<file path="config.mk">
export PLATFORM = sky130hd
export DESIGN_NAME = tbc_queue
export DESIGN_NICKNAME = d
export VERILOG_FILES = /design/src/hw/rtl/tbc_pkg.sv /design/src/hw/rtl/tbc_queue.sv
export SDC_FILE = /design/constraint.sdc
export NUM_CORES = 1
export LEC_CHECK = 0
export BUFFER_PORTS_ARGS = -buffer_cell sky130_fd_sc_hd__buf_2
export CAP_MARGIN = 30
export CORE_MARGIN = 2
export CORE_UTILIZATION = 34
export CTS_CLUSTER_SIZE = 20
export DETAILED_ROUTE_END_ITERATION = 10
export HOLD_SLACK_MARGIN = 0.15
export SYNTH_ARGS = -nofsm -noshare
export SYNTH_HDL_FRONTEND = slang
export SYNTH_SLANG_ARGS = --single-unit
</file>
<file path="constraint.sdc">
create_clock -name clk -period 3 [get_ports clk]
set_clock_uncertainty 0.2 [all_clocks]
set_input_delay 0 -clock clk [delete_from_list [all_inputs] [get_ports clk]]
set_output_delay 0 -clock clk [all_outputs]
set_load 0.02 [all_outputs]
</file>
<file path="src/hw/rtl/tbc_pkg.sv">
// Package for the tower bin combiner: store geometry, codes and the
// transaction type passed from the front part to the back part.
// No dependencies.
`timescale 1ns / 1ps
`default_nettype none
package tbc_pkg;
  localparam int ETA_BINS    = 64;
  localparam int PHI_BINS    = 256;
  localparam int STORE_DEPTH = ETA_BINS * PHI_BINS;
  localparam int ADDR_W      = $clog2(STORE_DEPTH);
  localparam int WORD_W      = 1 + 32 + 16;   // occupied, energy, time
  localparam int QUEUE_DEPTH = 4;
  localparam int GROUP_RESET = 2;

  localparam logic ACT_ACCUM = 1'b0;
  localparam logic ACT_READ  = 1'b1;

  localparam logic CFG_ETA_GROUP = 1'b0;
  localparam logic CFG_PHI_GROUP = 1'b1;

  typedef struct packed {
    logic               action;
    logic [5:0]         ce;
    logic [7:0]         cp;
    logic signed [23:0] energy;
    logic signed [15:0] tm;
  } item_t;
endpackage
`default_nettype wire

</file>
<file path="src/hw/rtl/tbc_queue.sv">
// Short FIFO of classified transactions between front and back parts.
// Uses tbc_pkg.
`timescale 1ns / 1ps
`default_nettype none
module tbc_queue (
  input  wire logic           clk,
  input  wire logic           rst_n,
  input  wire logic           push,
  input  wire tbc_pkg::item_t push_item,
  output logic                full,
  input  wire logic           pop,
  output tbc_pkg::item_t      head,
  output logic                empty
);
  import tbc_pkg::*;

  localparam int PW = $clog2(QUEUE_DEPTH);

  item_t       slots_r [QUEUE_DEPTH];
  logic [PW-1:0] wp_r, rp_r;
  logic [PW:0]   cnt_r;

  assign full  = cnt_r == (PW+1)'(QUEUE_DEPTH);
  assign empty = cnt_r == '0;
  assign head  = slots_r[rp_r];

  // Advance pointers and count
  always_ff @(posedge clk) begin
    if (!rst_n) begin
      wp_r  <= '0;
      rp_r  <= '0;
      cnt_r <= '0;
    end else begin
      if (push) begin
        wp_r <= wp_r + 1'b1;
      end
      if (pop) begin
        rp_r <= rp_r + 1'b1;
      end
      if (push && !pop) begin
        cnt_r <= cnt_r + 1'b1;
      end else if (pop && !push) begin
        cnt_r <= cnt_r - 1'b1;
      end
    end
  end

  always_ff @(posedge clk) begin
    if (push) begin
      slots_r[wp_r] <= push_item;
    end
  end
endmodule
`default_nettype wire

</file>
==> results.sh, run 1 <==
export IMPL_status="finished, final reports clean"
export IMPL_drc=0
export IMPL_layout_cells_most_common="edfxtp_1"
export IMPL_synth_adder_area_share_pct=0.977
export IMPL_cellPowerDensity_nw_per_um2=634
export IMPL_critical_path_fanouts_max=22
export IMPL_synth_cell_types=22
export IMPL_antennaDiodeCount=0
export IMPL_vias_per_cell=4.52
export IMPL_clk_insertion_delay_late_ns=0.49
export IMPL_grt_pass1_vias=4499
export IMPL_pwr_share_clk_pct=35.0
export IMPL_power_share_switching_pct=22.7
export IMPL_grt_util_all_layers_pct=12.3
export IMPL_grt_first_pass_wirelength_mm=24.8
export IMPL_initialDrtViolationCount=145
export IMPL_report_final_setup_viol=0
export IMPL_finalNetCount=645
export IMPL_syn_area_per_cell_um2=25.6
export IMPL_tightest_pin_transition_ns=0.887
export IMPL_synth_xor_area_share_pct=0.518
export IMPL_antenna_found_initial=0
export IMPL_effective_utilization_at_floorplan_pct=34.6
export IMPL_ios=116
export IMPL_synth_top_cells_by_area="edfxtp_1 78%, mux4_2 13%, dfxtp_1 2.1%"
export IMPL_hold_slack_ns=0.212
export IMPL_routabilityCongestion=0.642
export IMPL_core_area_um2=24400
export IMPL_tritoncts_num_buffers=23
export IMPL_cts_hold_buffers_added=116
export IMPL_clk_pin_slew_ns=0.06
export IMPL_final_slew_violations=0
export IMPL_internal_power_mw=5.48
export IMPL_worst_slew_margin_rel_pct=40.8
export IMPL_post_drt_antenna_nets=0
export IMPL_type_of_origin_of_the_critical_path="register"
export IMPL_synthesis_yosys_warnings=0
export IMPL_htreeDepth=1
export IMPL_critical_path_class="register to primary output"
export IMPL_fin_util_pct=45.9
export IMPL_numPortBuffers=115
export IMPL_part_of_the_total_power_dissipated_in_sequential_elements_pct=52.6
export IMPL_power_leakage_nw=3.85
export IMPL_critical_path_required_ns=2.80
export IMPL_die_height_um=162
export IMPL_flow_area_growth_from_synthesis_pct=32.4
export IMPL_irDropWorstVdd_v=0.000251
export IMPL_core_rowCount=57
export IMPL_ys_seq_area_share_pct=80.3
export IMPL_synth_largest_type_area_fraction_pct=78.2
export IMPL_fmax_mhz=398
export IMPL_die_width_um=162
export IMPL_tritoncts="yes"
export IMPL_per_cell_routed_wire_length_um=17.4
export IMPL_timing_final_hold_violations=0
export IMPL_detailroute_via_count=4141
export IMPL_synth_area_um2=8450
export IMPL_synth_compound_area_share_pct=0.148
export IMPL_synthCells=330
export IMPL_cp_end_kind="primary output"
export IMPL_post_cts_resize_count=0
export IMPL_post_synth_and_or_nand_nor_area_fraction_pct=1.08
export IMPL_synth_top_family_by_area="multiplexers"
export IMPL_fin_tns_setup_ns=0
export IMPL_grt_start_max_net_pins=56
export IMPL_most_common_layout_cells="220 x edfxtp_1, 116 x dlygate4sd3_1, 115 x buf_2"
export IMPL_hp_class="primary input to register"
export IMPL_maxCapViolCount=0
export IMPL_post_synth_top_area_cell="edfxtp_1"
export IMPL_finalWorstPathRequiredPeriod_ns=2.51
export IMPL_ctsLongestPathBuffers=3
export IMPL_power_share_combinational_pct=12.3
export IMPL_synth_area_mux_share_pct=15.1
export IMPL_cts_setup_buffers=0
export IMPL_dp_hpwl_mm=8.91
export IMPL_cts_sinks=229
export IMPL_synth_seq_cells=229
export IMPL_layout_drive_gt1_share_pct=34.7
export IMPL_total_switching_power_mw=1.61
export IMPL_fin_crit_sh_pct=83.7
export IMPL_drt_first_pass_iters=4
export IMPL_wirelength_mm=16.0
export IMPL_remaining_global_route_overflow=0
export IMPL_cp_arrival_ns=2.31
export IMPL_rsz0062_at_grt="false"
export IMPL_syn_nets=395
export IMPL_ctsRootBufferMaster="clkbuf_16"
export IMPL_design_die_area_um2=26100
power groups by stage:
stage / sequential, mW / combinational (mW) / clock (mW)
finish: 3.73 / 0.875 / 2.48
global placement: 3.79 / 0.761 / 0
global route: 3.74 / 0.945 / 2.70
CTS: 3.73 / 0.896 / 2.57
detailed placement: 3.80 / 0.776 / 0
floorplan: 3.77 / 0.530 / 0
through the flow:
stage | cells | total power, mW | cell area (um^2) | worst slack (ns)
global route | 917 | 7.39 | 11200 | 0.320
global placement | 763 | 4.55 | 9390 | 0.935
CTS | 917 | 7.20 | 11200 | 0.391
floorplan | 330 | 4.30 | 8450 | 0.537
finish | 917 | 7.09 | 11200 | 0.488
detailed placement | 763 | 4.58 | 9390 | 0.938
registers in the layout, indices dropped and copies added, names as in the netlist, named ones only:
signal / flops
wp_r: 2
cnt_r: 3
rp_r: 2
slots_r: 220
final timing paths:
kind                                            from  slack, ns                       end  cells after the start
worst max register to register  wp_r[0]$_SDFFE_PN0P_       1.03  slots_r[0][48]$_DFFE_PP_                      4
worst min register to register  wp_r[1]$_SDFFE_PN0P_       0.39      wp_r[1]$_SDFFE_PN0P_                      2
worst min-delay path                             pop       0.21      rp_r[0]$_SDFFE_PN0P_                      4
worst max-delay path                        register       0.49                  head[53]                      3
cells in the mapped netlist:
library cell / instances
buf_2: 5
a21boi_0: 1
dfxtp_1: 9
fa_1: 1
nor2b_1: 2
clkbuf_2: 1
nor3b_1: 1
ha_1: 5
edfxtp_1: 220
buf_12: 5
or3_1: 1
mux4_2: 50
o21ai_0: 1
mux2i_1: 2
xnor2_1: 2
xor2_1: 3
inv_1: 4
and2_1: 9
nor3_1: 1
buf_6: 1
mux4_1: 5
nand2_1: 1
cell type report:
cell class | count | area [um^2]
Multi-Input combinational cell | 85 | 1520
Fill cell | 2126 | 13200
Clock inverter | 10 | 45.0
Timing Repair Buffer | 237 | 1820
Tap cell | 324 | 405
Inverter | 4 | 15.0
Sequential cell | 229 | 6790
Clock buffer | 28 | 594
worst max-delay path: stages, from the launching register on:
cell and delay [ns]:
dfxtp_4 0.67, buf_4 0.39, mux4_2 0.56, buf_2 0.18
metal layers:
layer,GRT usage (%),part of all wire [%],up-vias
li1,-,-,1899
met1,15.9,44,2113
met2,21.1,49,97
met3,2.76,5.3,32
met4,3.50,2.1,0
met5,0,0,-
cell families (layout without fill, tap and decap cells):
| logic type | Yosys count | after routing |
|---|---|---|
| adder cells (fa/ha/maj) | 6 | 6 |
| buffers and inverters | 16 | 279 |
| flip-flops | 229 | 229 |
| XOR/XNOR | 5 | 5 |
| multiplexers | 57 | 57 |
| AND/OR/NAND/NOR | 15 | 15 |
| AO/OA/AOI/OAI | 2 | 2 |
(Power assumes the default switching activity.)
==> run 2, diff against run 1 <==
Clock period 3 ns to 2.6 ns, I/O delays scaled along.
==> run 2 against run 1 <==
Net effect:
- hold slack improved by 0.025 ns
- clock power is 27% higher
- sequential cell count did not move
- clock-buffer cell count shrank 3
- die area stayed put
- critical path depth up 3
- global-route usage barely moved
- critical endpoint is now rp_r[0]$_SDFFE_PN0P_
- largest cell class unchanged
- largest power group unchanged
==> results.sh, run 2 (synthesis gave the netlist of run 1 again) <==
export IMPL_grt_pass1_vias=4545
export IMPL_largestRegisters="slots_r (220), cnt_r (3)"
export IMPL_layout_filler_cells=2106
export IMPL_route_met3_wl_um=806
export IMPL_layout_drive_gt1_share_pct=36.1
export IMPL_hold_path_startpoint="push"
export IMPL_largest_reg_flops=220
export IMPL_final_slew_violations=0
export IMPL_vias_per_cell=4.52
export IMPL_flow_area_growth_from_synthesis_pct=34.4
export IMPL_tritoncts="yes"
export IMPL_cellPowerDensity_nw_per_um2=746
export IMPL_timing_final_hold_violations=0
export IMPL_route_met2_wl_mm=8.07
export IMPL_drt_first_pass_iters=4
export IMPL_reg2regPathDepth=4
export IMPL_cts_setup_buffers=0
export IMPL_cp_end_kind="register"
export IMPL_fmax_mhz=418
export IMPL_antenna_found_initial=1
export IMPL_dp_hpwl_mm=9.14
export IMPL_clk_insertion_delay_late_ns=0.51
export IMPL_numPortBuffers=115
export IMPL_drc=0
export IMPL_cp_arrival_ns=2.59
export IMPL_grt_first_pass_wirelength_mm=25.0
export IMPL_rsz0062_at_grt="false"
export IMPL_maxCapViolCount=0
export IMPL_most_common_layout_cells="220 x edfxtp_1, 116 x dlygate4sd3_1, 115 x buf_2"
export IMPL_regMostFlops="slots_r"
export IMPL_post_drt_antenna_nets=0
export IMPL_design_die_area_um2=26100
export IMPL_worstReg2RegStart="wp_r[0]$_SDFFE_PN0P_"
export IMPL_status="finished, final reports clean"
export IMPL_antennaDiodeCount=0
export IMPL_report_final_setup_viol=0
export IMPL_critical_path_fanouts_max=6
export IMPL_remaining_global_route_overflow=0
export IMPL_r2r_setup_slack_ns=0.76
export IMPL_irDropWorstVdd_v=0.000354
export IMPL_critical_path_required_ns=2.79
export IMPL_detailroute_via_count=4181
export IMPL_die_width_um=162
export IMPL_htreeDepth=1
export IMPL_effective_utilization_at_floorplan_pct=34.6
export IMPL_cts_hold_buffers_added=116
export IMPL_power_leakage_nw=3.93
export IMPL_hold_end="wp_r[1]$_SDFFE_PN0P_"
export IMPL_worst_r2r_endpoint="slots_r[2][33]$_DFFE_PP_"
export IMPL_per_cell_routed_wire_length_um=17.3
export IMPL_wirelength_mm=16.0
export IMPL_initialDrtViolationCount=230
export IMPL_top_layer="met5"
export IMPL_finalWorstPathRequiredPeriod_ns=2.39
export IMPL_core_area_um2=24400
export IMPL_ctsRootBufferMaster="clkbuf_16"
export IMPL_routabilityCongestion=0.642
export IMPL_worst_slew_margin_rel_pct=66.3
export IMPL_die_height_um=162
export IMPL_cts_sinks=229
export IMPL_layout_cells_most_common="edfxtp_1"
export IMPL_tightest_pin_transition_ns=0.506
export IMPL_grt_util_all_layers_pct=12.4
export IMPL_critPathLaunch="rst_n"
export IMPL_critical_path_class="primary input to register"
export IMPL_post_cts_resize_count=0
export IMPL_hold_path_cell_count=4
export IMPL_hp_class="primary input to register"
export IMPL_core_rowCount=57
export IMPL_tritoncts_num_buffers=24
export IMPL_ctsLongestPathBuffers=3
export IMPL_fin_tns_setup_ns=0
export IMPL_type_of_origin_of_the_critical_path="primary input"
export IMPL_ios=116
export IMPL_fin_crit_sh_pct=92.1
export IMPL_routedLengthMet1_mm=6.80
export IMPL_clk_pin_slew_ns=0.06
export IMPL_finalNetCount=649
export IMPL_total_power_mw=8.48
export IMPL_grt_start_max_net_pins=56
[run 2: cell count changes in the layout (fill, tap and decap cells not counted), sizes merged]
cell | previous run | this run
clkbuf | 28 | 25
clkinvlp | 0 | 1
clkinv | 10 | 16
bufinv | 0 | 1
buf | 121 | 124
[run 2: routing by layer]
layer | global-route usage, % | vias up
met5 | 0 | -
met4 | 3.58 | 2
met3 | 2.48 | 32
met2 | 21.4 | 97
met1 | 15.9 | 2142
li1 | - | 1908
[run 2: power breakdown]
| part | internal [mW] | switching [mW] |
|---|---|---|
| Combinational | 0.496 | 0.547 |
| Sequential | 4.24 | 0.0543 |
| Clock | 1.84 | 1.31 |
| Total | 6.57 | 1.91 |
[run 2: worst max-delay path by stage]
stage	endpoint	slack, ns	cells after the start
after floorplan	slots_r[2][0]$_DFFE_PP_	0.14	3
after global placement	slots_r[3][49]$_DFFE_PP_	0.80	3
after detailed placement	slots_r[2][32]$_DFFE_PP_	0.75	4
after CTS	rp_r[0]$_SDFFE_PN0P_	0.26	6
after global routing	rp_r[0]$_SDFFE_PN0P_	0.16	6
final	rp_r[0]$_SDFFE_PN0P_	0.21	6
[run 2: worst max-delay path, cell delays in order]
cell	delay (ns)
dlygate4sd3_1	0.53
dlygate4sd3_1	0.56
buf_2	0.14
dlygate4sd3_1	0.63
and2_1	0.17
dlygate4sd3_1	0.56
[run 2: final cells by class]
| class | count | area [um^2] | share of cell area [%] |
|---|---|---|---|
| multi-input combinational | 85 | 1520 | 13.4 |
| timing repair buffer | 240 | 1890 | 16.7 |
| tap | 324 | 405 | 3.57 |
| inverter | 4 | 15.0 | 0.132 |
| clock inverter | 18 | 114 | 1.00 |
| sequential | 229 | 6790 | 59.8 |
| clock buffer | 25 | 626 | 5.51 |
[run 2: metrics by stage]
| step | hold WS (ns) | setup WS (ns) | cells | utilization [%] | cell area [um^2] |
|---|---|---|---|---|---|
| after floorplan | -0.101 | 0.137 | 330 | - | 8450 |
| after global placement | 0.0106 | 0.804 | 766 | 38.8 | 9460 |
| after global routing | 0.271 | 0.160 | 925 | 46.6 | 11400 |
| after detailed placement | 0.0189 | 0.746 | 766 | 38.8 | 9460 |
| final | 0.237 | 0.205 | 925 | 46.6 | 11400 |
| after CTS | 0.213 | 0.257 | 925 | 46.6 | 11400 |
==> run 3, diff against run 2 <==
Settings changed: CELL_PAD_IN_SITES_DETAIL_PLACEMENT from default to 0, CELL_PAD_IN_SITES_GLOBAL_PLACEMENT from default to 1, GPL_TIMING_DRIVEN from default to 0, PLACE_DENSITY_LB_ADDON from default to 0.1.
Clock period 2.6 ns to 2.5 ns, I/O delays scaled along.
==> run 3 against run 2 <==
Net effect:
- sequential cell count did not move
- global-route usage rose by 0.32 points
- sequential share of layout area fell by 0.51 points
- sequential power rose by 4%
- clock power rose by 8.3%
- via count rose by 0.72%
- combinational power rose by 8%
- final area rose by 0.78%
- first-iteration DRC count fell by 17%
- power rose by 5.8%
- die area did not move
==> results.sh, run 3 (synthesis gave the netlist of run 1 again) <==
export IMPL_die_width_um=162
export IMPL_die_height_um=162
export IMPL_routabilityCongestion=0.660
export IMPL_grt_first_pass_wirelength_mm=25.1
export IMPL_flow_area_growth_from_synthesis_pct=35.5
export IMPL_ios=116
export IMPL_dp_hpwl_mm=9.47
export IMPL_final_slew_violations=0
export IMPL_rsz0062_at_grt="false"
export IMPL_finalWorstPathRequiredPeriod_ns=2.37
export IMPL_grt_util_all_layers_pct=12.7
export IMPL_irDropWorstVdd_v=0.000400
export IMPL_grt_start_max_net_pins=34
export IMPL_antennaDiodeCount=0
export IMPL_design_die_area_um2=26100
export IMPL_multiInputGateArea_um2=1520
export IMPL_hp_class="primary input to register"
export IMPL_power_leakage_nw=3.97
export IMPL_cp_end_kind="register"
export IMPL_regMostFlops="slots_r"
export IMPL_critical_path_required_ns=2.69
export IMPL_tritoncts_num_buffers=25
export IMPL_dpl_worst_slack_ns=0.608
export IMPL_vias_per_cell=4.52
export IMPL_numPortBuffers=115
export IMPL_critical_path_class="primary input to register"
export IMPL_fin_crit_sh_pct=94.9
export IMPL_layout_drive_gt1_share_pct=35.7
export IMPL_layout_cells_most_common="edfxtp_1"
export IMPL_final_seq_area_um2=6790
export IMPL_fmax_mhz=421
export IMPL_timing_final_hold_violations=0
export IMPL_htreeDepth=1
export IMPL_cp_arrival_ns=2.57
export IMPL_detailroute_via_count=4211
export IMPL_drt_first_pass_iters=4
export IMPL_grt_pass1_vias=4596
export IMPL_total_power_mw=8.97
export IMPL_effective_utilization_at_floorplan_pct=34.6
export IMPL_core_area_um2=24400
export IMPL_largestRegisters="slots_r (220), cnt_r (3)"
export IMPL_largest_reg_flops=220
export IMPL_drc=0
export IMPL_remaining_global_route_overflow=0
export IMPL_core_rowCount=57
export IMPL_reg2regPathDepth=3
export IMPL_clk_pin_slew_ns=0.06
export IMPL_antenna_found_initial=0
export IMPL_worst_slew_margin_rel_pct=66.4
export IMPL_setup_slack_ns=0.127
export IMPL_critical_path_fanouts_max=6
export IMPL_ctsLongestPathBuffers=3
export IMPL_maxCapViolCount=0
export IMPL_tritoncts="yes"
export IMPL_fin_util_pct=46.9
export IMPL_layout_filler_cells=2146
export IMPL_ctsRootBufferMaster="clkbuf_16"
export IMPL_most_common_layout_cells="220 x edfxtp_1, 120 x buf_2, 116 x dlygate4sd3_1"
export IMPL_initialDrtViolationCount=192
export IMPL_type_of_origin_of_the_critical_path="primary input"
export IMPL_post_drt_antenna_nets=0
export IMPL_tightest_pin_transition_ns=0.505
export IMPL_cts_setup_buffers=0
export IMPL_clk_insertion_delay_late_ns=0.51
export IMPL_per_cell_routed_wire_length_um=17.6
export IMPL_post_cts_resize_count=0
export IMPL_status="finished, final reports clean"
export IMPL_wirelength_mm=16.4
export IMPL_hold_path_cell_count=4
export IMPL_fin_tns_setup_ns=0
export IMPL_cts_sinks=229
export IMPL_finalNetCount=657
export IMPL_cellPowerDensity_nw_per_um2=783
export IMPL_report_final_setup_viol=0
-- run 3: changes by cell type in the layout (fill, tap and decap cells not counted), moves of 2 or more --
cell and change:
buf_2 +5, buf_4 -2, clkbuf_1 +5, clkinv_2 -7, clkinvlp_4 +2, dfxtp_1 +2
-- run 3: per-stage QoR --
| step | hold slack, ns | cells | area, um^2 |
|---|---|---|---|
| 2_1_floorplan | -0.101 | 330 | 8450 |
| 3_5_place_dp | 0.0167 | 773 | 9530 |
| 5_1_grt | 0.243 | 932 | 11400 |
| 4_1_cts | 0.190 | 932 | 11400 |
| 3_3_place_gp | 0.0100 | 769 | 9430 |
| 6_report | 0.211 | 932 | 11400 |
-- run 3: final timing paths --
| kind | startpoint | end | slack [ns] |
|---|---|---|---|
| min | pop | register | 0.21 |
| max reg2reg | wp_r[0]$_SDFFE_PN0P_ | slots_r[3][19]$_DFFE_PP_ | 0.64 |
| min reg2reg | cnt_r[2]$_SDFFE_PN0P_ | cnt_r[2]$_SDFFE_PN0P_ | 0.36 |
| max | rst_n | rp_r[0]$_SDFFE_PN0P_ | 0.13 |
-- run 3: timing repair --
action,4_1_cts,5_1_grt
endpoints found under the setup margin,0,0
hold buffers,116,0
endpoints found under the hold margin,327,0
-- run 3: area by class of cell --
type | instances | share of cell area (%)
plain buffers | 12 | 1.23
clock buffers | 30 | 5.63
clock inverters | 13 | 1.01
inverters | 4 | 0.131
multi-input cells | 85 | 13.3
flip-flops and latches | 229 | 59.3
well taps | 324 | 3.54
repair buffers | 235 | 15.9
-- run 3: power by group --
part | internal [mW] | total [mW] | switching (mW)
sequential | 4.40 | 4.45 | 0.0456
clock | 2.03 | 3.40 | 1.37
combinational | 0.537 | 1.12 | 0.585
-- run 3: layer usage --
metal	vias to the layer above	global-route usage, %	routed length [um]
met5	-	0	0
met4	0	3.10	255
met3	24	3.27	967
met2	90	22.1	8310
met1	2161	15.9	6890
li1	1936	-	-
-- run 3: critical path, cell delays in order --
cell and delay (ns):
dlygate4sd3_1 0.53, dlygate4sd3_1 0.55, buf_2 0.14, dlygate4sd3_1 0.65, and2_1 0.17, dlygate4sd3_1 0.54
