File: src/hw/rtl/tbc_pkg.sv
// Package for the tower bin combiner: store geometry, codes and the
// transaction type passed from the front part to the back part.
// No dependencies.
`timescale 1ns / 1ps
`default_nettype none
package tbc_pkg;
  localparam int ETA_BINS    = 64;
  localparam int PHI_BINS    = 256;
  localparam int STORE_DEPTH = ETA_BINS * PHI_BINS;
  localparam int ADDR_W      = $clog2(STORE_DEPTH);
  localparam int WORD_W      = 1 + 32 + 16;   // occupied, energy, time
  localparam int QUEUE_DEPTH = 4;
  localparam int GROUP_RESET = 2;

  localparam logic ACT_ACCUM = 1'b0;
  localparam logic ACT_READ  = 1'b1;

  localparam logic CFG_ETA_GROUP = 1'b0;
  localparam logic CFG_PHI_GROUP = 1'b1;

  typedef struct packed {
    logic               action;
    logic [5:0]         ce;
    logic [7:0]         cp;
    logic signed [23:0] energy;
    logic signed [15:0] tm;
  } item_t;
endpackage
`default_nettype wire

File: src/hw/rtl/tbc_front.sv
// Front part: accepts input transactions, maps fine bins to coarse bins
// with an iterative divider and hands them to the queue. Uses tbc_pkg.
`timescale 1ns / 1ps
`default_nettype none
module tbc_front (
  input  wire logic                clk,
  input  wire logic                rst_n,
  input  wire logic                clr_busy,
  input  wire logic [4:0]          eta_group,
  input  wire logic [4:0]          phi_group,
  input  wire logic                in_valid,
  output logic                     in_ready,
  input  wire logic                in_action,
  input  wire logic [5:0]          in_eta_bin,
  input  wire logic [7:0]          in_phi_bin,
  input  wire logic signed [23:0]  in_tower_energy,
  input  wire logic signed [15:0]  in_tower_time,
  output logic                     push,
  output tbc_pkg::item_t           push_item,
  input  wire logic                q_full
);
  import tbc_pkg::*;

  localparam logic [1:0] F_IDLE = 2'd0;
  localparam logic [1:0] F_DIV  = 2'd1;
  localparam logic [1:0] F_PUSH = 2'd2;

  logic [1:0] state_r, state_nxt;
  logic [2:0] cnt_r;
  item_t      item_r;
  logic [7:0] num_e_r, num_p_r;
  logic [4:0] rem_e_r, rem_p_r;
  logic [4:0] de, dp;
  logic [5:0] sh_e, sh_p;
  logic       bit_e, bit_p;
  logic       accept;

  assign de = (eta_group == 5'd0) ? 5'd1 : eta_group;
  assign dp = (phi_group == 5'd0) ? 5'd1 : phi_group;
  assign in_ready  = (state_r == F_IDLE) && !clr_busy;
  assign accept    = in_valid && in_ready;
  assign push      = (state_r == F_PUSH) && !q_full;
  assign push_item = item_r;

  // One restoring step for each coordinate
  always_comb begin
    sh_e  = {rem_e_r, num_e_r[7]};
    sh_p  = {rem_p_r, num_p_r[7]};
    bit_e = sh_e >= {1'b0, de};
    bit_p = sh_p >= {1'b0, dp};
  end

  // Sequence: accept, divide, push
  always_comb begin
    state_nxt = state_r;
    case (state_r)
      F_IDLE: if (accept) begin
        state_nxt = (in_action == ACT_READ) ? F_PUSH : F_DIV;
      end
      F_DIV:  if (cnt_r == 3'd7) begin
        state_nxt = F_PUSH;
      end
      F_PUSH: if (!q_full) begin
        state_nxt = F_IDLE;
      end
      default: state_nxt = F_IDLE;
    endcase
  end

  always_ff @(posedge clk) begin
    if (!rst_n) begin
      state_r <= F_IDLE;
    end else begin
      state_r <= state_nxt;
    end
  end

  // Datapath: capture, iterate, hold
  always_ff @(posedge clk) begin
    if (accept) begin
      item_r.action <= in_action;
      item_r.ce     <= in_eta_bin;
      item_r.cp     <= in_phi_bin;
      item_r.energy <= in_tower_energy;
      item_r.tm     <= in_tower_time;
      num_e_r       <= {2'b00, in_eta_bin};
      num_p_r       <= in_phi_bin;
      rem_e_r       <= 5'd0;
      rem_p_r       <= 5'd0;
      cnt_r         <= 3'd0;
    end else if (state_r == F_DIV) begin
      rem_e_r <= bit_e ? 5'(sh_e - {1'b0, de}) : sh_e[4:0];
      rem_p_r <= bit_p ? 5'(sh_p - {1'b0, dp}) : sh_p[4:0];
      num_e_r <= {num_e_r[6:0], bit_e};
      num_p_r <= {num_p_r[6:0], bit_p};
      cnt_r   <= cnt_r + 3'd1;
      if (cnt_r == 3'd7) begin
        item_r.ce <= {num_e_r[4:0], bit_e};
        item_r.cp <= {num_p_r[6:0], bit_p};
      end
    end
  end
endmodule
`default_nettype wire

File: config.mk
export PLATFORM = sky130hd
export DESIGN_NAME = tbc_front
export DESIGN_NICKNAME = d
export VERILOG_FILES = /design/src/hw/rtl/tbc_pkg.sv /design/src/hw/rtl/tbc_front.sv
export SDC_FILE = /design/constraint.sdc
export NUM_CORES = 1
export LEC_CHECK = 0
export ABC_AREA = 1
export BUFFER_PORTS_ARGS = -buffer_cell sky130_fd_sc_hd__buf_2
export CAP_MARGIN = 0
export CORE_ASPECT_RATIO = 2
export CORE_UTILIZATION = 44
export DETAILED_ROUTE_END_ITERATION = 10
export MAX_ROUTING_LAYER = met4
export PLACE_DENSITY = 0.76
export SLEW_MARGIN = 20
export SYNTH_ARGS = -nofsm -noshare
export SYNTH_HDL_FRONTEND = slang
export SYNTH_SLANG_ARGS = --single-unit
File: constraint.sdc
create_clock -name clk -period 1.9 [get_ports clk]
set_input_delay 0.19 -clock clk [delete_from_list [all_inputs] [get_ports clk]]
set_output_delay 0.19 -clock clk [all_outputs]
set_load 0.02 [all_outputs]
==> impl_summary.log, run 1 <==
[metrics] max-cap check violation count: 0
[metrics] type of destination of the critical path: flop
[metrics] chain of cells forming the critical path: inv_1, ha_1, fa_2, inv_1, nand2_1, nand2_1, nand3_4, nand2_2, nand2_1, nand3_1, nand2_1
[metrics] area of the mapped netlist: roughly 0.0035 mm^2
[metrics] transition at the pin with the smallest max-transition slack: 0.299 ns
[metrics] CTS clock-pin slew for the worst setup and hold paths: 0.07 ns
[metrics] pin count of the biggest net entering global routing: 23
[metrics] Iter 0 DRT Violations: between 150 and 200
[metrics] sum of routed wire segments on met1: about 2.8 mm
[metrics] PnR Total Power: 4970 uW
[metrics] count of endpoints failing setup in the final report: 0
[metrics] synthesized netlist net count: 382
[metrics] residual DRC count: 0
[metrics] routed vias/inst: 4.83
[metrics] clk root buf: clkbuf_16
[metrics] signal arrival time at the worst endpoint: 2.03 ns
[metrics] die span in y: 129 um
[metrics] routed len/inst: approximately 14 um
[metrics] final global-route overflow total: 0
[metrics] master of the slowest instance on the critical path: fa_2
[metrics] Clock Skews: 0.00941 ns
[metrics] via count: between 2000 and 3000
[metrics] clock tree from TritonCTS: done
[metrics] Layout area overhead: 31.5%
[metrics] post-layout minimum cycle time: approximately 1.8 ns
[metrics] routed wire length on met3: between 600 and 700 um
[metrics] share of the clock period used by the worst path: 94.9%
[metrics] highest clock rate: 554 MHz
[metrics] Total Neg Setup Slack: 0 ns
[metrics] result of the run: complete, no violations
[metrics] count of synthesis-stage warnings from yosys: 0
[metrics] crit start category: flop
[metrics] P_leak: between 0.002 and 0.0025 uW
[metrics] net count reported at finish: about 530
[metrics] layout cell share with drive strength beyond 1: around two fifths
[metrics] uppermost layer routed: met4
[metrics] via count of the first global-routing pass: 2569
[metrics] synthesized flop and latch total: 86
[metrics] Setup Crit Path Kind: flop to flop
[metrics] total half-perimeter wirelength after legalization and detailed placement: 5.98 mm
[metrics] Hold/Removal Path Class: primary input to flop
[metrics] Std-Cell Rows: 45
[metrics] initial antenna violation count: 0
[metrics] area of the die: about 0.0084 mm^2
[metrics] maximum number of buffers from clock root to sink: 2
[metrics] overall track demand over capacity in global routing: 19.6%
[metrics] wire length on met2: 4.18 mm
[metrics] Critical Path Most Common Cell: nand2_1
[metrics] Final Hold Vio Count: 0
[metrics] number of buffers added by the clock tree synthesis step: 9
[metrics] worst supply voltage drop on vdd: 0.642 mV
[metrics] placeable core area: roughly 0.0077 mm^2
[metrics] count of port buffers added during placement: 126
[metrics] number of ports placed on the die boundary: 127
[metrics] insertion delay to the later sink of the worst-skew pair: 0.33 ns
[metrics] weighted congestion at the end of routability-driven global placement: 0.879
[metrics] required time of the worst setup path: approximately 2.1 ns
[metrics] unrepaired setup endpoints after global routing: no
[metrics] number of clock sinks seen by CTS: 86
[metrics] horizontal die dimension: 65.4 um
[metrics] iteration count of the initial detailed-routing pass: 4
[metrics] antenna violation net count after detailed routing: 0
[metrics] average instance area after synthesis: 11.9 um^2
[metrics] Cell variety after synth: 29
[metrics] ratio of total power to cell area: 1070 mW/mm^2
[metrics] max-slew violations: 0
[metrics] Max transition margin: 80.0%
[metrics] effective utilization at floorplan: 46.2%
[metrics] CTS H-tree depth: 3
[metrics] first-pass GRT wire length: between 10 and 15 mm
[metrics] diode insertion count for antenna repair: 0
[metrics] worst stage delay on the critical path: roughly 0.37 ns
[metrics] sequential-to-total area share from yosys stat: 68.2%
[metrics] total length of routed wires: 7.69 mm
[metrics] worst-path maximum fanout: 8
[metrics] gate count after technology mapping: 298
[stage by stage]
step | cell area [um^2] | util, % | hold WS, ns | setup slack, ns | instances
after CTS | 4610 | 60.1 | 0.0214 | 0.0435 | 540
after global placement | 4330 | 56.6 | 0.367 | -0.0268 | 524
after global routing | 4650 | 60.7 | 0.0242 | 0.00924 | 540
final | 4650 | 60.7 | 0.0311 | 0.0961 | 540
after floorplan | 3530 | - | 0.289 | 0.128 | 298
after detailed placement | 4330 | 56.6 | 0.368 | -0.0932 | 524
[worst paths after layout]
| check | end | from | slack, ns | cells past startpoint |
|---|---|---|---|---|
| worst min register to register | rem_e_r[4] | rem_e_r[4] | 0.45 | 2 |
| worst max register to register | rem_p_r[1] | num_p_r[7] | 0.1 | 11 |
| worst max-delay path | rem_p_r[1] | num_p_r[7] | 0.1 | 11 |
| worst min-delay path | push_item[0] | in_tower_time[0] | 0.03 | 1 |
[per-layer routing]
layer  global-route usage [%]  vias to the layer above
li1                         -                     1286
met1                     20.5                     1196
met2                     34.6                      116
met3                     4.79                        9
met4                     7.54                        0
met5                        -                        -
[sequential cells by signal, summed over array words and instances (netlist names)]
| signal | count |
|---|---|
| rem_e_r | 5 |
| num_p_r | 8 |
| cnt_r | 3 |
| state_r | 2 |
| push_item | 55 |
| rem_p_r | 5 |
| num_e_r | 8 |
[worst max-delay path, delay by kind of cell (launching register included)]
kind,cells,cell delay (ns)
simple gates,7,0.61
fa+ha+maj,2,0.61
flops,1,0.34
buf+inv,2,0.14
[final cells by class]
cell class / count / area [um^2]
Multi-Input combinational cell: 171 / 981
Sequential cell: 86 / 2410
Tap cell: 94 / 118
Clock buffer: 9 / 225
Clock inverter: 7 / 48.8
Inverter: 36 / 138
Fill cell: 646 / 3010
Timing Repair Buffer: 137 / 726
[cell families (layout without fill, tap and decap cells)]
group / Yosys count / in the layout / share of synthesized area [%]
xor+xnor: 2 / 2 / 0.496
fa+ha+maj: 14 / 14 / 5.38
flops: 86 / 86 / 68.2
buf+inv: 41 / 189 / 5.20
simple gates: 140 / 140 / 17.7
compound gates: 15 / 15 / 2.97
[placed cells by master, fill, tap and decap left out, types with 2 or more instances in the layout]
cell / n
clkbuf_16: 9
inv_6: 2
or2_2: 3
a31oi_2: 2
inv_1: 33
buf_4: 10
nand3_1: 25
a22oi_1: 4
edfxtp_1: 69
clkinv_2: 3
nand3_4: 2
nand3b_1: 2
inv_2: 2
nor2_4: 3
ha_1: 12
a41o_1: 2
nor2_1: 8
fa_2: 2
nand2_1: 89
dfxtp_1: 17
a21oi_1: 4
buf_2: 126
nand2_2: 3
xor2_1: 2
[synth_stat cells]
| library cell | instances | area [um^2] |
|---|---|---|
| nand2_2 | 2 | 12.5 |
| inv_1 | 33 | 124 |
| a31oi_1 | 2 | 12.5 |
| or2_1 | 1 | 6.26 |
| nor2_2 | 1 | 6.26 |
| a22oi_1 | 4 | 30.0 |
| nand3b_2 | 1 | 11.3 |
| or2_2 | 3 | 18.8 |
| ha_1 | 12 | 150 |
| nor2_1 | 8 | 30.0 |
| a41o_1 | 2 | 20.0 |
| dfxtp_1 | 17 | 340 |
| xor2_1 | 2 | 17.5 |
| buf_4 | 1 | 7.51 |
| nor3_1 | 1 | 5.00 |
| nor2_4 | 3 | 33.8 |
| nand2_1 | 91 | 342 |
| buf_2 | 1 | 5.00 |
| nand3b_1 | 2 | 15.0 |
| a211oi_2 | 1 | 12.5 |
| inv_2 | 2 | 7.51 |
| nand3_1 | 25 | 125 |
| buf_6 | 3 | 33.8 |
| edfxtp_1 | 69 | 2070 |
| inv_4 | 1 | 6.26 |
| fa_1 | 2 | 40.0 |
| nand3_2 | 2 | 20.0 |
| a21oi_1 | 4 | 20.0 |
| o21ai_0 | 2 | 10.0 |
[power breakdown]
group / switching [uW] / internal, uW
logic: 645 / 397
clock network: 690 / 889
registers: 88.5 / 2260
[timing repair]
action                     in CTS  in global routing
gates resized for setup         0                  9
setup endpoints to repair       0                 13
hold buffers                    0                  0
setup buffers                   0                  0
No activity file was read; power rests on OpenSTA's default activity.
==> run 2: changes to the inputs <==
--- a/config.mk
+++ b/config.mk
@@ -5,7 +5,6 @@
 export SDC_FILE = /design/constraint.sdc
 export NUM_CORES = 1
 export LEC_CHECK = 0
-export ABC_AREA = 1
 export BUFFER_PORTS_ARGS = -buffer_cell sky130_fd_sc_hd__buf_2
 export CAP_MARGIN = 0
 export CORE_ASPECT_RATIO = 2
@@ -13,7 +12,7 @@
 export DETAILED_ROUTE_END_ITERATION = 10
 export MAX_ROUTING_LAYER = met4
 export PLACE_DENSITY = 0.76
-export SLEW_MARGIN = 20
+export SLEW_MARGIN = 0
 export SYNTH_ARGS = -nofsm -noshare
 export SYNTH_HDL_FRONTEND = slang
 export SYNTH_SLANG_ARGS = --single-unit
==> constraint.sdc (replaced) <==
create_clock -name clk -period 1.9 [get_ports clk]
set_input_delay 0.38 -clock clk [delete_from_list [all_inputs] [get_ports clk]]
set_output_delay 0.38 -clock clk [all_outputs]
set_load 0.02 [all_outputs]
==> run 2 against run 1 <==
Effect of this change: the flow now finishes with violations (setup timing); highest routed layer unchanged; largest power group unchanged; core utilization is 4.2 points higher; worst setup slack worse by 0.17 ns; largest cell class unchanged; hold slack better by 0.19 ns; register-to-register slack worse by 0.17 ns.
==> impl_summary.log, run 2 <==
[metrics] weighted congestion at the end of routability-driven global placement: 0.879
[metrics] failing checks: setup timing
[metrics] sequential-to-total area share from yosys stat: 70.8%
[metrics] crit start category: flop
[metrics] iteration count of the initial detailed-routing pass: 5
[metrics] Clock Skews: 0.00720 ns
[metrics] most frequent cells in the layout: buf_2 (123), edfxtp_1 (69), nand2_1 (46), buf_4 (34), dfxtp_1 (16)
[metrics] reg-to-reg startpoint: num_e_r[7]
[metrics] ratio of total power to cell area: 1070 mW/mm^2
[metrics] insertion delay to the later sink of the worst-skew pair: 0.33 ns
[metrics] hold-critical path depth: 1
[metrics] synthesized flop and latch total: 86
[metrics] routed vias/inst: 5.01
[metrics] number of buffers added by the clock tree synthesis step: 9
[metrics] P_leak: around 0.0022 uW
[metrics] layout cell share with drive strength beyond 1: 48.4%
[metrics] die span in y: ~130 um
[metrics] routed len/inst: 14.5 um
[metrics] net count reported at finish: 498
[metrics] maximum number of buffers from clock root to sink: 2
[metrics] Hold/Removal Path Class: primary input to flop
[metrics] worst-path maximum fanout: 3
[metrics] area of the die: 0.00812 mm^2
[metrics] unrepaired setup endpoints after global routing: yes
[metrics] transition at the pin with the smallest max-transition slack: 0.532 ns
[metrics] highest clock rate: between 500 and 600 MHz
[metrics] share of the clock period used by the worst path: 104%
[metrics] Storage cell area: 0.00241 mm^2
[metrics] post-layout minimum cycle time: 1.98 ns
[metrics] residual DRC count: 0
[metrics] synthesized netlist net count: 331
[metrics] worst supply voltage drop on vdd: 0.604 mV
[metrics] average instance area after synthesis: 13.8 um^2
[metrics] placeable core area: between 0.007 and 0.008 mm^2
[metrics] combined area of the multi-input logic cells: around 990 um^2
[metrics] type of destination of the critical path: flop
[metrics] overall track demand over capacity in global routing: between 10% and 20%
[metrics] pin count of the biggest net entering global routing: 26
[metrics] area of the mapped netlist: 0.00341 mm^2
[metrics] count of endpoints failing setup in the final report: 5
[metrics] R2R depth: 9
[metrics] family with the most delay on the worst path: compound AO/OA/AOI/OAI gates
[metrics] Post-synth ARST share: 0%
[metrics] diode insertion count for antenna repair: 0
[metrics] CP bufs+invs: 2
[metrics] clock tree from TritonCTS: done
[metrics] main area contributors after synthesis: edfxtp_1 (61%), dfxtp_1 (10%), nand2_1 (5.1%)
[metrics] effective utilization at floorplan: 45.1%
[metrics] CTS clock-pin slew for the worst setup and hold paths: around 0.060 ns
[metrics] initial antenna violation count: 0
[metrics] signal arrival time at the worst endpoint: 2.24 ns
[metrics] gate count after technology mapping: 247
[metrics] Total Neg Setup Slack: -0.168 ns
[metrics] antenna violation net count after detailed routing: 0
[metrics] cell taking the most area after synthesis: edfxtp_1
[metrics] Setup Crit Path Kind: flop to flop
[metrics] final setup margin: -0.0752 ns
[metrics] R2R setup slack: -0.08 ns
[metrics] count of port buffers added during placement: roughly 130
[metrics] count leader, synth: edfxtp_1
[metrics] master of the slowest instance on the critical path: dfxtp_2
[metrics] first-pass GRT wire length: between 10 and 15 mm
[metrics] leading cell type in the layout, fill and taps excluded: buf_2
[metrics] worst stage delay on the critical path: roughly 0.32 ns
[metrics] Hold Crit Endpoint: push_item[29]
[metrics] most common library cells after synthesis: edfxtp_1 (69), nand2_1 (46), dfxtp_1 (17)
[metrics] max-cap check violation count: 0
[metrics] number of ports placed on the die boundary: 127
[metrics] horizontal die dimension: 64.2 um
[metrics] number of clock sinks seen by CTS: 86
[metrics] total length of routed wires: 7.43 mm
[metrics] via count: 2571
[metrics] launch instance of the worst min-delay path: in_tower_energy[13]
[metrics] final global-route overflow total: 0
[metrics] worst setup slack after placement: -0.457 ns
[metrics] Layout area overhead: 43.9%
[metrics] required time of the worst setup path: 2.16 ns
[metrics] clk root buf: clkbuf_16
[metrics] fillers: 580
[metrics] flip-flop count of the largest register after layout: 55
[metrics] max-slew violations: 0
[metrics] fraction of synthesized cell area taken by the top area cell type: 60.8%
[metrics] EDFF count, synth: 69
[metrics] chain of cells forming the critical path: inv_2, ha_4, fa_2, nor2b_4, o31a_1, a2111oi_4, buf_4, mux2_4, o21ai_2
[metrics] via count of the first global-routing pass: 2500
[metrics] CTS H-tree depth: 3
[metrics] Final Hold Vio Count: 0
[metrics] count of synthesis-stage warnings from yosys: 0
[metrics] Max transition margin: around 65%
[metrics] Cell variety after synth: 38
[metrics] Iter 0 DRT Violations: between 200 and 250
[metrics] Primary FF master, synth: edfxtp_1
[metrics] total half-perimeter wirelength after legalization and detailed placement: about 5.5 mm
[metrics] Std-Cell Rows: 45
[metrics] reg-to-reg endpoint: rem_e_r[1]
[metrics] result of the run: complete, but fails checks
==> run 2: cell count changes in the layout (fill, tap and decap cells not counted), moves of 16 or more <==
cell,before,now
buf_4,10,34
inv_1,33,6
nand2_1,89,46
nand3_1,25,9
==> run 2: repair_timing <==
item                                    CTS  global route
pin swaps                                 4             0
endpoints found under the setup margin   12            14
hold buffers                              0             0
setup buffers                             1             3
resized for setup                         9             7
cloned                                    0             0
==> run 2: cell type report <==
class	instances	share of cell area, %
clock buffers	9	4.60
clock inverters	7	1.99
inverters	15	1.61
multi-input cells	138	20.1
flip-flops and latches	86	49.3
well taps	94	2.40
repair buffers	164	20.0
==> run 2: routing by layer <==
metal | vias to the layer above | track usage, % | share of wire [%]
met1 | 1224 | 19.4 | 35
met3 | 19 | 3.42 | 5.1
met4 | 0 | 10.6 | 2.9
li1 | 1229 | - | -
met5 | - | - | 0
met2 | 99 | 34.7 | 57
==> run 2: logic make-up (layout without fill, tap and decap cells) <==
kind of cell               Yosys count  in the layout  synth area share, %
buffers and inverters               23            195                 2.53
AOI/OAI and AO/OA                   32             32                 7.24
xor gates and xnor gates             4              4                 1.03
adders and majority gates           14             14                 5.58
DFF                                 86             86                 70.8
muxes                                5              5                 1.62
and+or+nand+nor                     83             83                 11.2
==> run 2: worst max-delay path by stage <==
stage,cells past startpoint,start,endpoint
after global routing,9,num_e_r[7],rem_e_r[1]
after detailed placement,11,eta_group[2],rem_e_r[1]
final,9,num_e_r[7],rem_e_r[1]
after global placement,11,eta_group[2],rem_e_r[1]
after floorplan,9,eta_group[2],rem_e_r[1]
after CTS,9,num_e_r[7],rem_e_r[1]
==> run 2: power by group <==
group | total [uW] | internal [uW] | leakage, uW | switching [uW]
Combinational | 1100 | 548 | 0.00123 | 554
Sequential | 2310 | 2230 | 0.000787 | 80.4
Clock | 1850 | 1150 | 0.000152 | 694
Total | 5260 | 3930 | 0.00217 | 1330
==> run 2: stage by stage <==
step / total power, uW / instance area, um^2 / util [%] / hold WS, ns / instances
final: 5260 / 4900 / 64.9 / 0.220 / 513
after global routing: 5460 / 4900 / 64.9 / 0.208 / 513
after CTS: 5250 / 4840 / 64.1 / 0.207 / 510
after detailed placement: 3390 / 4480 / 59.4 / 0.465 / 493
after global placement: 3350 / 4480 / 59.4 / 0.439 / 493
after floorplan: 2950 / 3470 / - / 0.425 / 247
==> run 3: changes to the inputs <==
--- a/config.mk
+++ b/config.mk
@@ -12,6 +12,7 @@
 export DETAILED_ROUTE_END_ITERATION = 10
 export MAX_ROUTING_LAYER = met4
 export PLACE_DENSITY = 0.76
+export REMOVE_ABC_BUFFERS = 1
 export SLEW_MARGIN = 0
 export SYNTH_ARGS = -nofsm -noshare
 export SYNTH_HDL_FRONTEND = slang
==> run 3 against run 2 <==
Effect of this change: register-to-register slack lost 0.04 ns; the flow still finishes with violations (setup timing); first-iteration DRC count shrank 32%; core utilization grew 0.46 points; critical endpoint is now rem_e_r[0].
==> impl_summary.log, run 3 (synthesis results as in run 2) <==
[metrics] max-cap check violation count: 0
[metrics] pin count of the biggest net entering global routing: 52
[metrics] routed vias/inst: 4.95
[metrics] transition at the pin with the smallest max-transition slack: 0.498 ns
[metrics] most frequent cells in the layout: buf_2 (122), edfxtp_1 (69), nand2_1 (45), buf_4 (39), dfxtp_1 (16)
[metrics] residual DRC count: 0
[metrics] number of hold buffers added after cts: 0
[metrics] Total Neg Setup Slack: -0.739 ns
[metrics] layout cell share with drive strength beyond 1: 49.6%
[metrics] net count reported at finish: between 500 and 600
[metrics] Hold/Removal Path Class: primary input to flop
[metrics] clk root buf: clkbuf_16
[metrics] weighted congestion at the end of routability-driven global placement: 0.815
[metrics] routed wire length on met3: 440 um
[metrics] internal portion of total power: 3790 uW
[metrics] Setup Crit Path Kind: primary input to flop
[metrics] count of endpoints failing setup in the final report: 11
[metrics] final setup margin: -0.159 ns
[metrics] final global-route overflow total: 0
[metrics] fillers: 571
[metrics] worst hold slack across all endpoints: between 0.2 and 0.25 ns
[metrics] count of port buffers added during placement: 126
[metrics] P_leak: roughly 0.0022 uW
[metrics] R2R setup slack: -0.12 ns
[metrics] unrepaired setup endpoints after global routing: yes
[metrics] switching pwr: 1360 uW
[metrics] wire length on met2: approximately 4.6 mm
[metrics] family with the most delay on the worst path: compound AO/OA/AOI/OAI gates
[metrics] maximum number of buffers from clock root to sink: 2
[metrics] worst supply voltage drop on vdd: 0.588 mV
[metrics] uppermost layer routed: met4
[metrics] chain of cells forming the critical path: buf_6, inv_4, a41o_1, ha_4, fa_2, nor2b_4, o31a_1, a2111oi_4, buf_4, or3_1, o311ai_1
[metrics] antenna violation net count after detailed routing: 0
[metrics] Comb power frac: 23.2%
[metrics] die span in y: about 130 um
[metrics] insertion delay to the later sink of the worst-skew pair: 0.33 ns
[metrics] max-slew violations: 0
[metrics] iteration count of the initial detailed-routing pass: 4
[metrics] highest clock rate: 486 MHz
[metrics] Flop pwr share: 45.0%
[metrics] number of buffers added by the clock tree synthesis step: 9
[metrics] Max transition margin: 66.8%
[metrics] crit start category: primary input
[metrics] ratio of total power to cell area: 1040 mW/mm^2
[metrics] via count of the first global-routing pass: ~2600
[metrics] number of clock sinks seen by CTS: 86
[metrics] master of the slowest instance on the critical path: fa_2
[metrics] worst-path maximum fanout: 7
[metrics] first-pass GRT wire length: 12.2 mm
[metrics] total length of routed wires: 7.99 mm
[metrics] CTS H-tree depth: 3
[metrics] routed len/inst: between 15 and 20 um
[metrics] failing checks: setup timing
[metrics] number of ports placed on the die boundary: approximately 130
[metrics] Layout area overhead: 44.9%
[metrics] via count: 2577
[metrics] required time of the worst setup path: 2.14 ns
[metrics] Storage cell area: 0.00241 mm^2
[metrics] signal arrival time at the worst endpoint: between 2 and 2.5 ns
[metrics] share of the clock period used by the worst path: 108%
[metrics] post-layout minimum cycle time: 2.06 ns
[metrics] leading cell type in the layout, fill and taps excluded: buf_2
[metrics] overall track demand over capacity in global routing: around a fifth
[metrics] CP bufs+invs: 3
[metrics] flip-flop count of the largest register after layout: 55
[metrics] horizontal die dimension: between 60 and 70 um
[metrics] clock tree from TritonCTS: done
[metrics] Std-Cell Rows: 45
[metrics] Final Hold Vio Count: 0
[metrics] Clk network pwr share: 31.8%
[metrics] type of destination of the critical path: flop
[metrics] sum of routed wire segments on met1: 2.67 mm
[metrics] combined area of the multi-input logic cells: 0.00100 mm^2
[metrics] worst stage delay on the critical path: 0.37 ns
[metrics] placeable core area: 0.00754 mm^2
[metrics] Clock Skews: approximately 0.0051 ns
[metrics] result of the run: complete, but fails checks
[metrics] diode insertion count for antenna repair: 0
[metrics] Switching Fraction: 26.4%
[metrics] effective utilization at floorplan: 45.1%
[metrics] area of the die: 0.00812 mm^2
[metrics] CTS clock-pin slew for the worst setup and hold paths: 0.06 ns
[metrics] Iter 0 DRT Violations: 160
[metrics] initial antenna violation count: 0
[metrics] total half-perimeter wirelength after legalization and detailed placement: 5.51 mm
## run 3: routing by layer
layer / track usage [%] / vias to the layer above
li1: - / 1251
met1: 19.5 / 1202
met2: 38.4 / 100
met3: 4.50 / 24
met4: 12.4 / 0
met5: - / -
## run 3: final timing paths
kind,startpoint,endpoint,depth (start not counted)
max,eta_group[2],rem_e_r[0],11
max reg2reg,num_e_r[7],rem_e_r[0],9
min reg2reg,num_e_r[6],num_e_r[7],2
min,in_tower_energy[3],push_item[19],1
## run 3: final cells by class
| type | count | area share [%] |
|---|---|---|
| multi-input cells | 138 | 20.3 |
| clock buffers | 11 | 5.12 |
| clock inverters | 5 | 0.685 |
| inverters | 15 | 1.24 |
| flip-flops and latches | 86 | 48.9 |
| well taps | 94 | 2.38 |
| repair buffers | 172 | 21.3 |
## run 3: power by group through the flow
stage	sequential [uW]	clock, uW	combinational (uW)
floorplan	2410	0	484
global placement	2340	0	933
detailed placement	2350	0	977
CTS	2310	1660	1110
global route	2330	1730	1300
finish	2310	1640	1190
## run 3: worst reg2reg max path: stages, from the launching register on
cell	delay, ns
dfxtp_2	0.34
inv_2	0.05
ha_4	0.16
fa_2	0.37
nor2b_4	0.13
o31a_1	0.20
a2111oi_4	0.04
buf_4	0.17
or3_1	0.37
o311ai_1	0.10
## run 3: per-stage QoR
| step | cell area [um^2] | cells | util (%) | setup WS [ns] | total power [uW] |
|---|---|---|---|---|---|
| finish | 4930 | 521 | 65.4 | -0.159 | 5150 |
| global placement | 4390 | 490 | 58.2 | -0.526 | 3270 |
| floorplan | 3380 | 239 | - | -0.430 | 2900 |
| detailed placement | 4390 | 490 | 58.2 | -0.661 | 3320 |
| CTS | 4860 | 517 | 64.4 | -0.165 | 5090 |
| global route | 4930 | 521 | 65.4 | -0.211 | 5350 |
## run 3: what timing repair did
action | CTS | global route
setup endpoints to repair | 14 | 14
setup buffers | 12 | 4
pin swaps | 8 | 8
resized for setup | 24 | 9
